===== config.mk =====
export PLATFORM = sky130hd
export DESIGN_NAME = lcd_line_timing_controller_unit
export DESIGN_NICKNAME = d
export VERILOG_FILES = /design/src/rtl/core/lcdt_pkg.sv /design/src/rtl/core/lcd_line_timing_controller_unit.sv /design/src/rtl/core/lcdt_step.sv
export SDC_FILE = /design/constraint.sdc
export NUM_CORES = 1
export LEC_CHECK = 0
export ABC_AREA = 1
export BUFFER_PORTS_ARGS = -buffer_cell sky130_fd_sc_hd__buf_2
export CELL_PAD_IN_SITES_DETAIL_PLACEMENT = 0
export CELL_PAD_IN_SITES_GLOBAL_PLACEMENT = 1
export CORE_ASPECT_RATIO = 1.75
export CORE_MARGIN = 4
export CORE_UTILIZATION = 30
export DETAILED_ROUTE_END_ITERATION = 16
export PLACE_DENSITY_LB_ADDON = 0.1
export RECOVER_POWER = 25
export SYNTH_ARGS = -nofsm -noshare
export SYNTH_HDL_FRONTEND = slang
export SYNTH_SLANG_ARGS = --single-unit

===== constraint.sdc =====
create_clock -name clk_i -period 5.8 [get_ports clk_i]
set_clock_uncertainty 0.05 [all_clocks]
set_input_delay 1.74 -clock clk_i [delete_from_list [all_inputs] [get_ports clk_i]]
set_output_delay 1.74 -clock clk_i [all_outputs]
set_load 0.02 [all_outputs]

===== src/rtl/core/lcdt_pkg.sv =====
package lcdt_pkg;

  localparam int unsigned AccW = 10;
  localparam int unsigned LineW = 8;
  localparam int unsigned ElapsedW = 8;
  localparam int unsigned CfgIdxW = 3;
  localparam int unsigned CfgDataW = 8;

  localparam int unsigned LineCyclesDefault = 456;

  localparam logic [LineW-1:0] LastVisibleLine = 8'd143;
  localparam logic [LineW-1:0] FirstVblankLine = 8'd144;
  localparam logic [LineW-1:0] LastLine = 8'd153;
  localparam logic [AccW-1:0] OamEndCycle = 10'd80;
  localparam logic [AccW-1:0] XferEndCycle = 10'd252;

  localparam logic [CfgIdxW-1:0] CfgDisplayEnable = 3'd0;
  localparam logic [CfgIdxW-1:0] CfgLineCompare = 3'd1;
  localparam logic [CfgIdxW-1:0] CfgHblankIrqEnable = 3'd2;
  localparam logic [CfgIdxW-1:0] CfgVblankIrqEnable = 3'd3;
  localparam logic [CfgIdxW-1:0] CfgOamIrqEnable = 3'd4;
  localparam logic [CfgIdxW-1:0] CfgMatchIrqEnable = 3'd5;

  typedef enum logic [1:0] {
    ModeHblank = 2'd0,
    ModeVblank = 2'd1,
    ModeOam    = 2'd2,
    ModeXfer   = 2'd3
  } lcd_mode_e;

  typedef struct packed {
    logic             display_enable;
    logic [LineW-1:0] line_compare;
    logic             hblank_irq_enable;
    logic             vblank_irq_enable;
    logic             oam_irq_enable;
    logic             match_irq_enable;
  } cfg_t;

  typedef struct packed {
    logic [AccW-1:0]  cycle_acc;
    logic [LineW-1:0] line;
    lcd_mode_e        mode;
    logic             match;
    logic             stat_line;
  } timing_state_t;

  typedef struct packed {
    lcd_mode_e        lcd_mode;
    logic [LineW-1:0] current_line;
    logic             line_match;
    logic             vblank_request;
    logic             stat_request;
    logic             render_request;
    logic [LineW-1:0] render_line;
  } result_t;

endpackage


===== src/rtl/core/lcd_line_timing_controller_unit.sv =====
// Scan-line and mode timing for an LCD controller.
// Each input transfer on the in_* channel carries the number of machine
// cycles elapsed since the previous one. Each accepted item produces exactly
// one result transfer on the out_* channel with the current mode, line,
// coincidence flag and the one-shot vblank, STAT and render requests.
// Configuration is written through cfg_we_i/cfg_idx_i/cfg_wdata_i and takes
// effect at once; write it only while no item is in flight.
// An accepted item is held in the input register; once the output register is
// free, its result is registered there. Throughput is one item per cycle while
// the receiver does not stall, set by the single add, compare and mode decode
// between the input and result registers, also closing the timing-state loop.
// Reset clears the timing state (line 0, accumulator 0, horizontal blank),
// all configuration registers and the valid flags of both pipeline stages.
// When the receiver stalls, the result stays in the output register and one
// more item may wait in the input register; in_ready_o drops only when both
// are full.
module lcd_line_timing_controller_unit #(
  parameter int unsigned LineCycles = lcdt_pkg::LineCyclesDefault
) (
  input  logic                            clk_i,
  input  logic                            rst_ni,
  input  logic                            cfg_we_i,
  input  logic [lcdt_pkg::CfgIdxW-1:0]    cfg_idx_i,
  input  logic [lcdt_pkg::CfgDataW-1:0]   cfg_wdata_i,
  input  logic                            in_valid_i,
  output logic                            in_ready_o,
  input  logic [lcdt_pkg::ElapsedW-1:0]   elapsed_i,
  output logic                            out_valid_o,
  input  logic                            out_ready_i,
  output logic [1:0]                      lcd_mode_o,
  output logic [lcdt_pkg::LineW-1:0]      current_line_o,
  output logic                            line_match_o,
  output logic                            vblank_request_o,
  output logic                            stat_request_o,
  output logic                            render_request_o,
  output logic [lcdt_pkg::LineW-1:0]      render_line_o
);
  import lcdt_pkg::*;

  cfg_t             cfg_q;
  timing_state_t    state_q;
  timing_state_t    state_d;
  result_t          result_q;
  result_t          result_d;
  logic             s1_valid_q;
  logic [ElapsedW-1:0] s1_elapsed_q;
  logic             out_valid_q;
  logic             out_free;
  logic             s1_fire;

  assign out_free   = !out_valid_q || out_ready_i;
  assign s1_fire    = s1_valid_q && out_free;
  assign in_ready_o = !s1_valid_q || out_free;

  lcdt_step #(
    .LineCycles(LineCycles)
  ) u_step (
    .cfg_i    (cfg_q),
    .state_i  (state_q),
    .elapsed_i(s1_elapsed_q),
    .state_o  (state_d),
    .result_o (result_d)
  );

  always_ff @(posedge clk_i or negedge rst_ni) begin
    if (!rst_ni) begin
      cfg_q <= '0;
    end else if (cfg_we_i) begin
      case (cfg_idx_i)
        CfgDisplayEnable:   cfg_q.display_enable <= cfg_wdata_i[0];
        CfgLineCompare:     cfg_q.line_compare <= cfg_wdata_i[LineW-1:0];
        CfgHblankIrqEnable: cfg_q.hblank_irq_enable <= cfg_wdata_i[0];
        CfgVblankIrqEnable: cfg_q.vblank_irq_enable <= cfg_wdata_i[0];
        CfgOamIrqEnable:    cfg_q.oam_irq_enable <= cfg_wdata_i[0];
        CfgMatchIrqEnable:  cfg_q.match_irq_enable <= cfg_wdata_i[0];
        default: begin
        end
      endcase
    end
  end

  always_ff @(posedge clk_i or negedge rst_ni) begin
    if (!rst_ni) begin
      s1_valid_q  <= 1'b0;
      out_valid_q <= 1'b0;
      state_q     <= '{cycle_acc: '0, line: '0, mode: ModeHblank,
                       match: 1'b0, stat_line: 1'b0};
    end else begin
      if (in_ready_o) begin
        s1_valid_q <= in_valid_i;
      end
      if (out_free) begin
        out_valid_q <= s1_valid_q;
      end
      if (s1_fire) begin
        state_q <= state_d;
      end
    end
  end

  always_ff @(posedge clk_i) begin
    if (in_valid_i && in_ready_o) begin
      s1_elapsed_q <= elapsed_i;
    end
    if (s1_fire) begin
      result_q <= result_d;
    end
  end

  assign out_valid_o      = out_valid_q;
  assign lcd_mode_o       = result_q.lcd_mode;
  assign current_line_o   = result_q.current_line;
  assign line_match_o     = result_q.line_match;
  assign vblank_request_o = result_q.vblank_request;
  assign stat_request_o   = result_q.stat_request;
  assign render_request_o = result_q.render_request;
  assign render_line_o    = result_q.render_line;

  assert property (@(posedge clk_i) disable iff (!rst_ni)
    state_q.line <= LastLine)
    else $error("Line counter left the frame range.");

  assert property (@(posedge clk_i) disable iff (!rst_ni)
    out_valid_o && vblank_request_o |->
      current_line_o == FirstVblankLine && lcd_mode_o == ModeVblank)
    else $error("Vertical blank request without entering vertical blank.");

  assert property (@(posedge clk_i) disable iff (!rst_ni)
    out_valid_o && render_request_o |-> render_line_o <= LastVisibleLine)
    else $error("Render request for a line outside the visible area.");

  assert property (@(posedge clk_i) disable iff (!rst_ni)
    s1_fire && !cfg_q.display_enable |=> $stable(state_q))
    else $error("Timing state changed while the display was disabled.");

endmodule


===== src/rtl/core/lcdt_step.sv =====
module lcdt_step #(
  parameter int unsigned LineCycles = lcdt_pkg::LineCyclesDefault
) (
  input  lcdt_pkg::cfg_t                      cfg_i,
  input  lcdt_pkg::timing_state_t             state_i,
  input  logic [lcdt_pkg::ElapsedW-1:0]       elapsed_i,
  output lcdt_pkg::timing_state_t             state_o,
  output lcdt_pkg::result_t                   result_o
);
  import lcdt_pkg::*;

  localparam logic [AccW:0] LineCyclesW = (AccW+1)'(LineCycles);

  logic [AccW:0]    acc_sum;
  logic [AccW:0]    acc_next;
  logic             line_done;
  logic [LineW-1:0] line_next;
  logic             match_next;
  lcd_mode_e        mode_next;
  logic             cond;

  assign acc_sum   = {1'b0, state_i.cycle_acc} + (AccW+1)'(elapsed_i);
  assign line_done = acc_sum > LineCyclesW;
  assign acc_next  = line_done ? acc_sum - LineCyclesW : acc_sum;

  always_comb begin
    line_next  = state_i.line;
    match_next = state_i.match;
    if (line_done) begin
      line_next = (state_i.line == LastLine) ? '0 : state_i.line + 8'd1;
      if (line_next == LastLine) begin
        match_next = (cfg_i.line_compare == '0);
      end else begin
        match_next = (line_next == cfg_i.line_compare);
      end
    end
  end

  always_comb begin
    if (line_next >= FirstVblankLine) begin
      mode_next = ModeVblank;
    end else if (acc_next[AccW-1:0] < OamEndCycle) begin
      mode_next = ModeOam;
    end else if (acc_next[AccW-1:0] < XferEndCycle) begin
      mode_next = ModeXfer;
    end else begin
      mode_next = ModeHblank;
    end
  end

  assign cond = (cfg_i.hblank_irq_enable && mode_next == ModeHblank) ||
                (cfg_i.vblank_irq_enable && mode_next == ModeVblank) ||
                (cfg_i.oam_irq_enable && mode_next == ModeOam) ||
                (cfg_i.match_irq_enable && match_next);

  always_comb begin
    state_o  = state_i;
    result_o = '{lcd_mode: state_i.mode, current_line: state_i.line,
                 line_match: state_i.match, vblank_request: 1'b0,
                 stat_request: 1'b0, render_request: 1'b0, render_line: '0};
    if (cfg_i.display_enable) begin
      state_o.cycle_acc = acc_next[AccW-1:0];
      state_o.line      = line_next;
      state_o.mode      = mode_next;
      state_o.match     = match_next;
      state_o.stat_line = cond;
      result_o.lcd_mode       = mode_next;
      result_o.current_line   = line_next;
      result_o.line_match     = match_next;
      result_o.vblank_request = line_done && (state_i.line == LastVisibleLine);
      result_o.stat_request   = cond && !state_i.stat_line;
      result_o.render_request = line_done && (state_i.line <= LastVisibleLine);
      result_o.render_line    = (line_done && (state_i.line <= LastVisibleLine)) ?
                                state_i.line : '0;
    end
  end

endmodule

==> After elaboration in Yosys (flattened, before gate mapping) <==
Cells that the tools add are included.
{ "totals": {"input_bits": 24, "ff_bits": 67, "elab_cells": 78, "out_inout_bits": 24} }
{ "op_classes": {"magnitude_cmp": 5, "n_mux": 10, "addsub": 3, "eq_ne": 11, "n_reduce_logical": 28} }
{ "ops": {"columns": ["op", "count"], "rows": [
  ["$eq A8 B8 Y1 const B", 3],
  ["$mux W8", 3],
  ["$mux W22", 1],
  ["$reduce_and A2 Y1", 8],
  ["$add A10 B8 Y11", 1],
  ["$gt A11 B9 Y1 const B", 1],
  ["$lt A10 B7 Y1 const B", 1],
  ["$lt A10 B8 Y1 const B", 1],
  ["$mux W10", 1],
  ["$sub A10 B9 Y10 const B", 1],
  ["$logic_and A1 B1 Y1", 9],
  ["$add A8 B1 Y8 const B", 1],
  ["$eq A8 B8 Y1", 1],
  ["$ge A8 B8 Y1 const B", 1],
  ["$le A8 B8 Y1 const B", 1],
  ["$logic_not A8 Y1", 1],
  ["$eq A3 B2 Y1 const B", 2],
  ["$eq A3 B3 Y1 const B", 2],
  ["$mux W2", 3],
  ["$logic_or A1 B1 Y1", 5],
  ["$eq A3 B1 Y1 const B", 1],
  ["$logic_not A1 Y1", 3],
  ["$logic_not A3 Y1", 1],
  ["$eq A2 B1 Y1 const B", 1],
  ["other kinds (3)", 4]
]} }

==> Logic depth before layout (Yosys ltp) <==
Gate-level depths: netlist (run 1).
{ "depth": {"depth_word": 14, "mapped_depth": 24, "depth_no_buf": 24} }

==> Cells and area by module <==
Synthesis (run 1) repeated with hierarchy kept, for this count alone.
{ "hier_totals": {"cells_unflattened": 528, "hier_area_um2": 4112.7} }
{ "by_module_without_submodules": {"columns": ["mod", "cells_each", "instances", "seq_area_each_um2", "area_per_inst_um2"], "rows": [
  ["lcd_line_timing_controller_unit", 206, 1, 1826.8, 2428.6],
  ["lcdt_step", 322, 1, 0.0, 1684.1]
]} }

==> Worst setup path after synthesis (run 1) <==
OpenSTA, ideal clock, no wires.
{ "synth_timing": {"path_type": "input port to output port", "startpoint": "in out_ready_i", "endpoint": "out in_ready_o", "arrival_time_ns": 1.993, "path_slack_ns": 2.017, "stages": 2, "t_required_ns": 4.010, "path_cell_list": "inv_1 -> nand3_1"} }
{ "synth_between": {"elab_chain_len": 2} }
{ "synth_lines": {"columns": ["element", "line_no", "source"], "rows": [
  ["start: declaration", "lcd_line_timing_controller_unit.sv:29", "input logic out_ready_i,"],
  ["$logic_or A1 B1 Y1", "lcd_line_timing_controller_unit.sv:51", "assign out_free = !out_valid_q || out_ready_i;"],
  ["$logic_or A1 B1 Y1", "lcd_line_timing_controller_unit.sv:53", "assign in_ready_o = !s1_valid_q || out_free;"],
  ["end: declaration", "lcd_line_timing_controller_unit.sv:26", "output logic in_ready_o,"]
]} }
No other way between the ends.

==> Worst setup path after layout (run 1) <==
Same ends and word-level chain as after synthesis.

==> metrics, run 1 <==
Initial Utilization 0.306; Placed Cells approximately 660; # hold bufs at CTS 0; routed vias 3097; Max Cap Violations 1; async set-reset flop share out of synthesis 0.552; Max IR drop VDD 0.000238 V; antenna violations before repair 0; final count of hold timing violations 0; clock buffer depth 2; Post-synth EDFFs 30; clock sink total 67; post-cts sizing count 0; final core utilization 0.364; Synth cell types between 40 and 50; GP Congestion 0.841; Die ar. 14700 sq um; Clk pin slew, worst setup/hold paths 60 ps; H-tree levels 3; Synthesized Nets 485; buffer count from post-CTS setup fixing 0; Leakage Power between 2 and 2.5 nW; Mapped Area 3830 sq um; Place WS 1840 ps; fin. max-slew vios 38; share of the synthesized area in the top cell type 0.242; status finished with violations; total CTS buffers 9; GRT Util Overall 0.140; register area share after synthesis 0.477; failing checks capacitance limit, slew limit; Die X ~93 um; post-route setup TNS 0 ps; clk_lat worst skew 330 ps; total gr overflow 0; CTS tree built; fin worst setup slack between 1500 and 2000 ps; Top FF cell, synth dfrtp_1; final net count 536; Post-Syn Instances 449; worst-path maximum fanout 3; first-pass GRT wire length 15600 um; synth top area cells dfrtp_1 24%, edfxtp_1 24%, nand2_1 11%; Seq. cell area approximately 1800 sq um; vias per inst 4.60; Critical Path Start Type input pin; vias in the first global route slightly above 3000; Period minus WS final 3950 ps; FP Rows 54; share of layout cells above drive strength 1 0.184; diode count 0; WP data arrival 2160 ps; FILL cells 1314; CP required 4010 ps; Multi-input gate area around 1700 sq um; hold crit path type flip-flop to flip-flop; CP Class input pin to output pin; setup violators final 0; YS warnings 0; port bufs 47; RSZ-0062 raised after global routing no; Slew @ Worst Pin ~2200 ps; PwrDens 613 nW/um^2; final worst-path cycle share 0.682; total wire length 9730 um; FMAX 253 MHz; CORE AREA between 10000 and 15000 sq um; drt first pass iters 5; initial drt markers slightly above 100; number of remaining DRC errors 0; Routed wire per std cell 14.5 um; Synth area leader dfrtp_1; largest net degree at the start of global routing 38; Yosys reg bits 67; Post-DP HPWL 7660 um; Worst setup EP type output pin; Boundary Pins 48; Syn-to-layout area delta 18.8%; DIE HEIGHT approximately 160 um; clock root buffer clkbuf_16; DRT antenna net count 0; syn avg cell area roughly 8.5 sq um; slew margin rel. -0.453; Finished Layout Cells 673; flop2flop setup slack 2030 ps
==> through the flow <==
stage	power (mW)	area (sq um)	hold WS (ps)
3_5_place_dp	2.24	4230	421
3_3_place_gp	2.23	4230	407
2_1_floorplan	1.87	3830	391
5_1_grt	3.04	4540	463
4_1_cts	2.84	4550	434
6_report	2.79	4540	430
==> synthesized netlist by cell type (all sizes together) (3+ instances only) <==
| cell | n |
|---|---|
| clkbuf | 4 |
| mux2 | 4 |
| nand3b | 3 |
| o22ai | 3 |
| xnor2 | 6 |
| dfrtp | 37 |
| nor3 | 3 |
| or2 | 4 |
| edfxtp | 30 |
| nor2 | 45 |
| o21ai | 42 |
| buf | 3 |
| nand4 | 7 |
| xor2 | 6 |
| a21oi | 15 |
| nand3 | 37 |
| ha | 11 |
| nand2 | 121 |
| nor4 | 4 |
| inv | 55 |
==> area by class of cell <==
cell class,count,area share
clock buffer,9,0.0496
clock inverter,7,0.0204
inverter,56,0.0463
multi-input combinational,319,0.385
sequential,67,0.402
tap,168,0.0463
timing repair buffer,47,0.0507
==> critical path: stages <==
cell and delay (ps):
buf_2 90, inv_1 50, nand3_1 100, buf_2 180
==> where the power goes <==
group          switching, mW  leakage [nW]  internal (mW)
clock network          0.210         0.149          0.375
registers             0.0883         0.745          0.669
logic                  0.974          1.19          0.470
==> metal layers <==
layer  vias up  global-route usage  part of all wire
met5         -                   0                 0
met4         0              0.0699             0.037
met3        17              0.0249             0.027
met2        60               0.275              0.57
met1      1428               0.136              0.37
li1       1592                   -                 -
==> cells by family (layout without fill, tap and decap cells) <==
family / after synthesis / after routing / share of synthesized area
AND/OR/NAND/NOR: 225 / 225 / 0.276
flip-flops: 67 / 67 / 0.477
AO/OA/AOI/OAI: 66 / 66 / 0.0988
buffers and inverters: 63 / 119 / 0.0654
adder cells (fa/ha/maj): 12 / 12 / 0.0412
XOR/XNOR: 12 / 12 / 0.0294
multiplexers: 4 / 4 / 0.0118
==> path summary, 6_finish.rpt <==
path	start	endpoint	cells after the start
worst max-delay path	out_ready_i	in_ready_o	4
max in group asynchronous	rst_ni	cfg_q[10]$_DFFE_PN0P_	1
min in group asynchronous	rst_ni	state_q[2]$_DFFE_PN0P_	1
worst min-delay path	state_q[0]$_DFFE_PN0P_	state_q[0]$_DFFE_PN0P_	2
worst max register to register	state_q[12]$_DFFE_PN0P_	state_q[5]$_DFFE_PN0P_	17
worst min register to register	state_q[0]$_DFFE_PN0P_	state_q[0]$_DFFE_PN0P_	2
==> registers in the layout (all words and copies together) (netlist names), 2 cells and up <==
| name | cells |
|---|---|
| state_q | 22 |
| cfg_q | 13 |
| current_line_o | 8 |
| render_line_o | 8 |
| s1_elapsed_q | 8 |
| lcd_mode_o | 2 |
==> cells in the final DEF, fill, tap and decap left out, types with 5 or more instances in the layout <==
cell type and instances:
nand2_1 109, inv_1 53, nor2_1 43, buf_2 43, o21ai_0 39, dfrtp_1 37
nand3_1 35, edfxtp_1 30, a21oi_1 12, ha_1 11, clkbuf_16 9, nand2_2 8
xor2_1 6, nand4_1 5, xnor2_1 5
Power figures use the tool's default switching activity.
==> inputs of run 2 (changes only) <==
- ABC_AREA: 1 -> 0
- clock period: 5.8 -> 3.35 ns (I/O delays scaled with it)
==> metrics, run 2 <==
clock root buffer clkbuf_16; antenna violations before repair 0; status finished with violations; fin. max-slew vios 38; GRT Util Overall 0.163; Sw Ratio 0.398; worst-path maximum fanout 5; synth top area cells dfrtp_1 23%, edfxtp_1 22%, mux2_2 5.5%; Synth cell types 77; grt peak-use layer met2; drt first pass iters 4; clock buffer depth 2; largest registers state_q (22), cfg_q (13); total CTS buffers 9; Placed Cells roughly 660; slew margin rel. -0.468; post-route cell area 5430 sq um; DIE HEIGHT 162 um; Max IR drop VDD 0.000310 V; CP required 3380 ps; setup violators final 3; fin worst setup slack -48.0 ps; Finished Layout Cells 681; Post-Syn Instances 397; Initial Utilization 0.304; register area share after synthesis 0.449; Clk pin slew, worst setup/hold paths 60 ps; hold crit path type flip-flop to flip-flop; Boundary Pins 48; Comb pwr share 0.611; Worst setup EP type flip-flop; Synth area leader dfrtp_1; Area after DPL 4920 sq um; Reg power frac 0.219; number of remaining DRC errors 0; FP Rows 56; H-tree levels 3; GP Congestion 0.827; clock sink total 67; Max Cap Violations 1; Slew @ Worst Pin 2200 ps; Top FF cell, synth dfrtp_1; vias in the first global route approximately 3600; Die ar. 15600 sq um; YS warnings 0; first-pass GRT wire length 19000 um; final worst-path cycle share 1.01; Top reg by flops state_q; flop2flop setup slack -50 ps; Critical Path Start Type flip-flop; met1 global-route usage 0.164; Die X between 90 and 100 um; Post-synth EDFFs 30; most frequent cell after synthesis nand2_1; met3 global-route usage 0.0222; CP Class flip-flop to flip-flop; failing checks capacitance limit, slew limit, setup timing; commonest non-fill, non-tap cell in the layout buf_4; worst path cell trace ha_2 -> inv_2 -> fa_2 -> nand2b_4 -> a21o_1 -> a211oi_4 -> buf_4 -> a21oi_4 -> a41o_4 -> o211ai_1 -> a41o_4 -> o21ai_2 -> mux2_4; initial drt markers 114; syn avg cell area 10.2 sq um; CTS tree built; most frequent CP cell a41o_4; async set-reset flop share out of synthesis 0.552; slowest stage cell, crit path a211oi_4; port bufs 47; Yosys reg bits 67; total wire length 12000 um; Routed wire per std cell 17.6 um; Int Pwr between 3 and 4 mW; clock group share of total power 0.170; largest net degree at the start of global routing 38; diode count 0; Leakage Power 2.26 nW; Place WS -264 ps; PwrDens 1010 nW/um^2; most frequent cells in the layout 64 x buf_4, 43 x nand2_1, 43 x buf_2, 37 x dfrtp_1, 30 x edfxtp_1; CORE AREA 13400 sq um; final net count 538; Period minus WS final between 3000 and 4000 ps; Syn-to-layout area delta 33.5%; Post-DP HPWL 9170 um; max reg flops 22; worst stage delay on the critical path around 360 ps; total gr overflow 0; clk_lat worst skew 330 ps; vias per inst 5.08; final core utilization 0.406; final count of hold timing violations 0; share of layout cells above drive strength 1 0.369; routed vias 3457; global-route track usage on met2 0.317; WP data arrival 3430 ps; Mapped Area 4070 sq um; DRT antenna net count 0; Synthesized Nets 433; FMAX approximately 290 MHz; share of the synthesized area in the top cell type 0.228; Psw 2.19 mW; RSZ-0062 raised after global routing yes; Commonest cells post-synth 44 x nand2_1, 37 x dfrtp_1, 30 x edfxtp_1
[run 2: power groups by stage]
stage,registers [mW],clock network [mW],logic (mW)
floorplan,1.22,0,1.71
global placement,1.22,0,2.94
detailed placement,1.22,0,2.93
CTS,1.21,0.981,3.23
global route,1.23,1.02,3.65
finish,1.20,0.937,3.36
[run 2: layout make-up]
type                    instances  area (sq um)
fillers                      1344          7950
clock inverters                 7          67.6
clock buffers                   9           225
flip-flops and latches         67          1830
well taps                     174           218
inverters                      14          52.6
repair buffers                111           711
multi-input cells             299          2330
[run 2: cells by family after synthesis]
kind of cell	synth area share
simple gates	0.188
mux	0.0627
compound gates	0.185
xor+xnor	0.0452
buf+inv	0.0308
fa+ha+maj	0.0387
flops	0.449
[run 2: stage by stage]
step	hold slack, ps	TNS, ps	total power, mW
2_1_floorplan	395	0	2.93
3_3_place_gp	422	-1310	4.16
3_5_place_dp	421	-1110	4.15
4_1_cts	434	-86.5	5.42
5_1_grt	459	-1280	5.90
6_report	431	-102	5.50
[run 2: layer usage]
layer	up-vias	wire, um
li1	1701	-
met4	0	332
met3	19	200
met5	-	0
met2	47	7130
met1	1690	4290
[run 2: critical path: cells and delay by family (launching register included)]
| kind | cells | cell delay (ps) |
|---|---|---|
| multiplexers | 1 | 260 |
| adder cells (fa/ha/maj) | 2 | 540 |
| flip-flops | 1 | 350 |
| AND/OR/NAND/NOR | 1 | 180 |
| AO/OA/AOI/OAI | 7 | 1530 |
| buffers and inverters | 2 | 230 |
[run 2: path summary, 6_finish.rpt]
path	cells after the start	endpoint	from
setup / recovery	13	lcd_mode_o[0]$_DFFE_PP_	state_q[12]$_DFFE_PN0P_
hold / removal	2	state_q[3]$_DFFE_PN0P_	state_q[3]$_DFFE_PN0P_
setup reg to reg	13	lcd_mode_o[0]$_DFFE_PP_	state_q[12]$_DFFE_PN0P_
hold reg to reg	2	state_q[3]$_DFFE_PN0P_	state_q[3]$_DFFE_PN0P_
max in group asynchronous	1	state_q[14]$_DFFE_PN0P_	rst_ni
min in group asynchronous	1	state_q[8]$_DFFE_PN0P_	rst_ni
[run 2: repair_timing]
item                                    4_1_cts  5_1_grt
pin swaps                                     7        3
endpoints found under the setup margin       10       23
hold buffers                                  0        0
cloned                                        0        0
buffers inserted                              7        3
resized for setup                            18       13
==> inputs of run 3 (changes only) <==
- CORE_UTILIZATION: 30 -> 40
==> metrics, run 3 (synthesized netlist as in run 2, its figures left out) <==
total CTS buffers 9; GP Congestion 0.888; largest registers state_q (22), cfg_q (13); max reg flops 22; Die X 84.2 um; Top reg by flops state_q; first-pass GRT wire length 17900 um; Clk pin slew, worst setup/hold paths 50 ps; worst path cell trace ha_2 -> inv_2 -> fa_2 -> nand2b_4 -> a21o_4 -> a211oi_2 -> a311oi_2 -> buf_4 -> o21ai_0 -> a22oi_2 -> a41o_4 -> a221oi_4 -> o21ai_1; Leakage Power 2.26 nW; Boundary Pins 48; final count of hold timing violations 0; Period minus WS final 3350 ps; H-tree levels 3; Initial Utilization 0.411; final core utilization 0.541; CP top delay family compound AO/OA/AOI/OAI gates; CP Class flip-flop to flip-flop; clk_lat worst skew 330 ps; initial drt markers 131; CORE AREA 9910 sq um; post-route setup TNS -3.63 ps; Max Cap Violations 1; Critical Path Start Type flip-flop; clock buffer depth 2; Slew @ Worst Pin 2130 ps; share of layout cells above drive strength 1 0.376; diode count 0; Place WS -160 ps; clock sink total 67; final worst-path cycle share 1.00; worst-path maximum fanout 4; DRT antenna net count 0; final net count 539; Buf/Inv on CP 2; Pwr Total 5.33 mW; CP required ~3400 ps; antenna violations before repair 0; Routed wire per std cell between 15 and 20 um; commonest non-fill, non-tap cell in the layout buf_4; RSZ-0062 raised after global routing yes; failing checks capacitance limit, slew limit, setup timing; routed vias approximately 3500; clock root buffer clkbuf_16; CTS tree built; FP Rows between 40 and 50; Max IR drop VDD 0.000492 V; DIE HEIGHT around 140 um; total gr overflow 0; fin. max-slew vios 38; vias per inst approximately 5.5; drt first pass iters 4; total wire length 11300 um; most frequent cells in the layout 64 x buf_4, 45 x buf_2, 43 x nand2_1, 37 x dfrtp_1, 30 x edfxtp_1; FILL cells 950; status finished with violations; Worst setup EP type flip-flop; number of remaining DRC errors 0; PwrDens between 900 and 1000 nW/um^2; Die ar. 11900 sq um; fin worst setup slack -3.63 ps; Post-DP HPWL between 8000 and 9000 um; FMAX 298 MHz; WP data arrival between 3000 and 4000 ps; slowest stage cell, crit path a211oi_2; hold slack 429 ps; GRT Util Overall 0.195; port bufs 47; vias in the first global route 3582; Syn-to-layout area delta 31.6%; largest net degree at the start of global routing 38; hold crit path type flip-flop to flip-flop; slew margin rel. -0.418; worst stage delay on the critical path around 400 ps; setup violators final 1
==> run 3: where the power goes <==
group          internal [mW]  leakage, nW  switching (mW)
combinational           1.63         1.36            1.61
sequential              1.06        0.761           0.145
clock                  0.540        0.137           0.340
total                   3.23         2.26            2.10
==> run 3: per-stage QoR <==
stage,cells,instance area [sq um]
2_1_floorplan,397,4130
3_3_place_gp,605,4850
3_5_place_dp,605,4850
4_1_cts,626,5230
5_1_grt,633,5360
6_report,633,5360
==> run 3: worst paths after layout <==
path | from | to | slack (ps) | depth (start not counted)
setup / recovery | state_q[12]$_DFFE_PN0P_ | stat_request_o$_SDFFCE_PN0P_ | -4 | 13
hold / removal | state_q[3]$_DFFE_PN0P_ | state_q[3]$_DFFE_PN0P_ | 430 | 2
setup reg to reg | state_q[12]$_DFFE_PN0P_ | stat_request_o$_SDFFCE_PN0P_ | -4 | 13
hold reg to reg | state_q[3]$_DFFE_PN0P_ | state_q[3]$_DFFE_PN0P_ | 430 | 2
max in group asynchronous | rst_ni | cfg_q[5]$_DFFE_PN0P_ | 790 | 1
min in group asynchronous | rst_ni | state_q[8]$_DFFE_PN0P_ | 1240 | 1
==> run 3: layer usage <==
layer / vias up / track usage / routed length [um]
li1: 1696 / - / -
met1: 1708 / 0.181 / 3970
met2: 66 / 0.386 / 6630
met3: 26 / 0.0372 / 292
met4: 0 / 0.106 / 436
met5: - / 0 / 0
==> run 3: worst min-delay path: stages (launching register included) <==
cell and delay, ps:
dfrtp_1 340, nand2_1 50, o31ai_1 60
==> run 3: layout make-up <==
| cell class | count | area, sq um | share of cell area |
|---|---|---|---|
| inverter | 14 | 52.6 | 0.00981 |
| multi-input combinational | 299 | 2320 | 0.434 |
| clock inverter | 2 | 10.0 | 0.00187 |
| timing repair buffer | 112 | 724 | 0.135 |
| clock buffer | 14 | 264 | 0.0493 |
| tap | 125 | 156 | 0.0292 |
| sequential | 67 | 1830 | 0.341 |
==> run 3: timing repair <==
action | CTS | global route
buffers inserted | 5 | 7
resized for setup | 13 | 17
hold buffers | 0 | 0
pin swaps | 11 | 7
endpoints found under the setup margin | 6 | 24
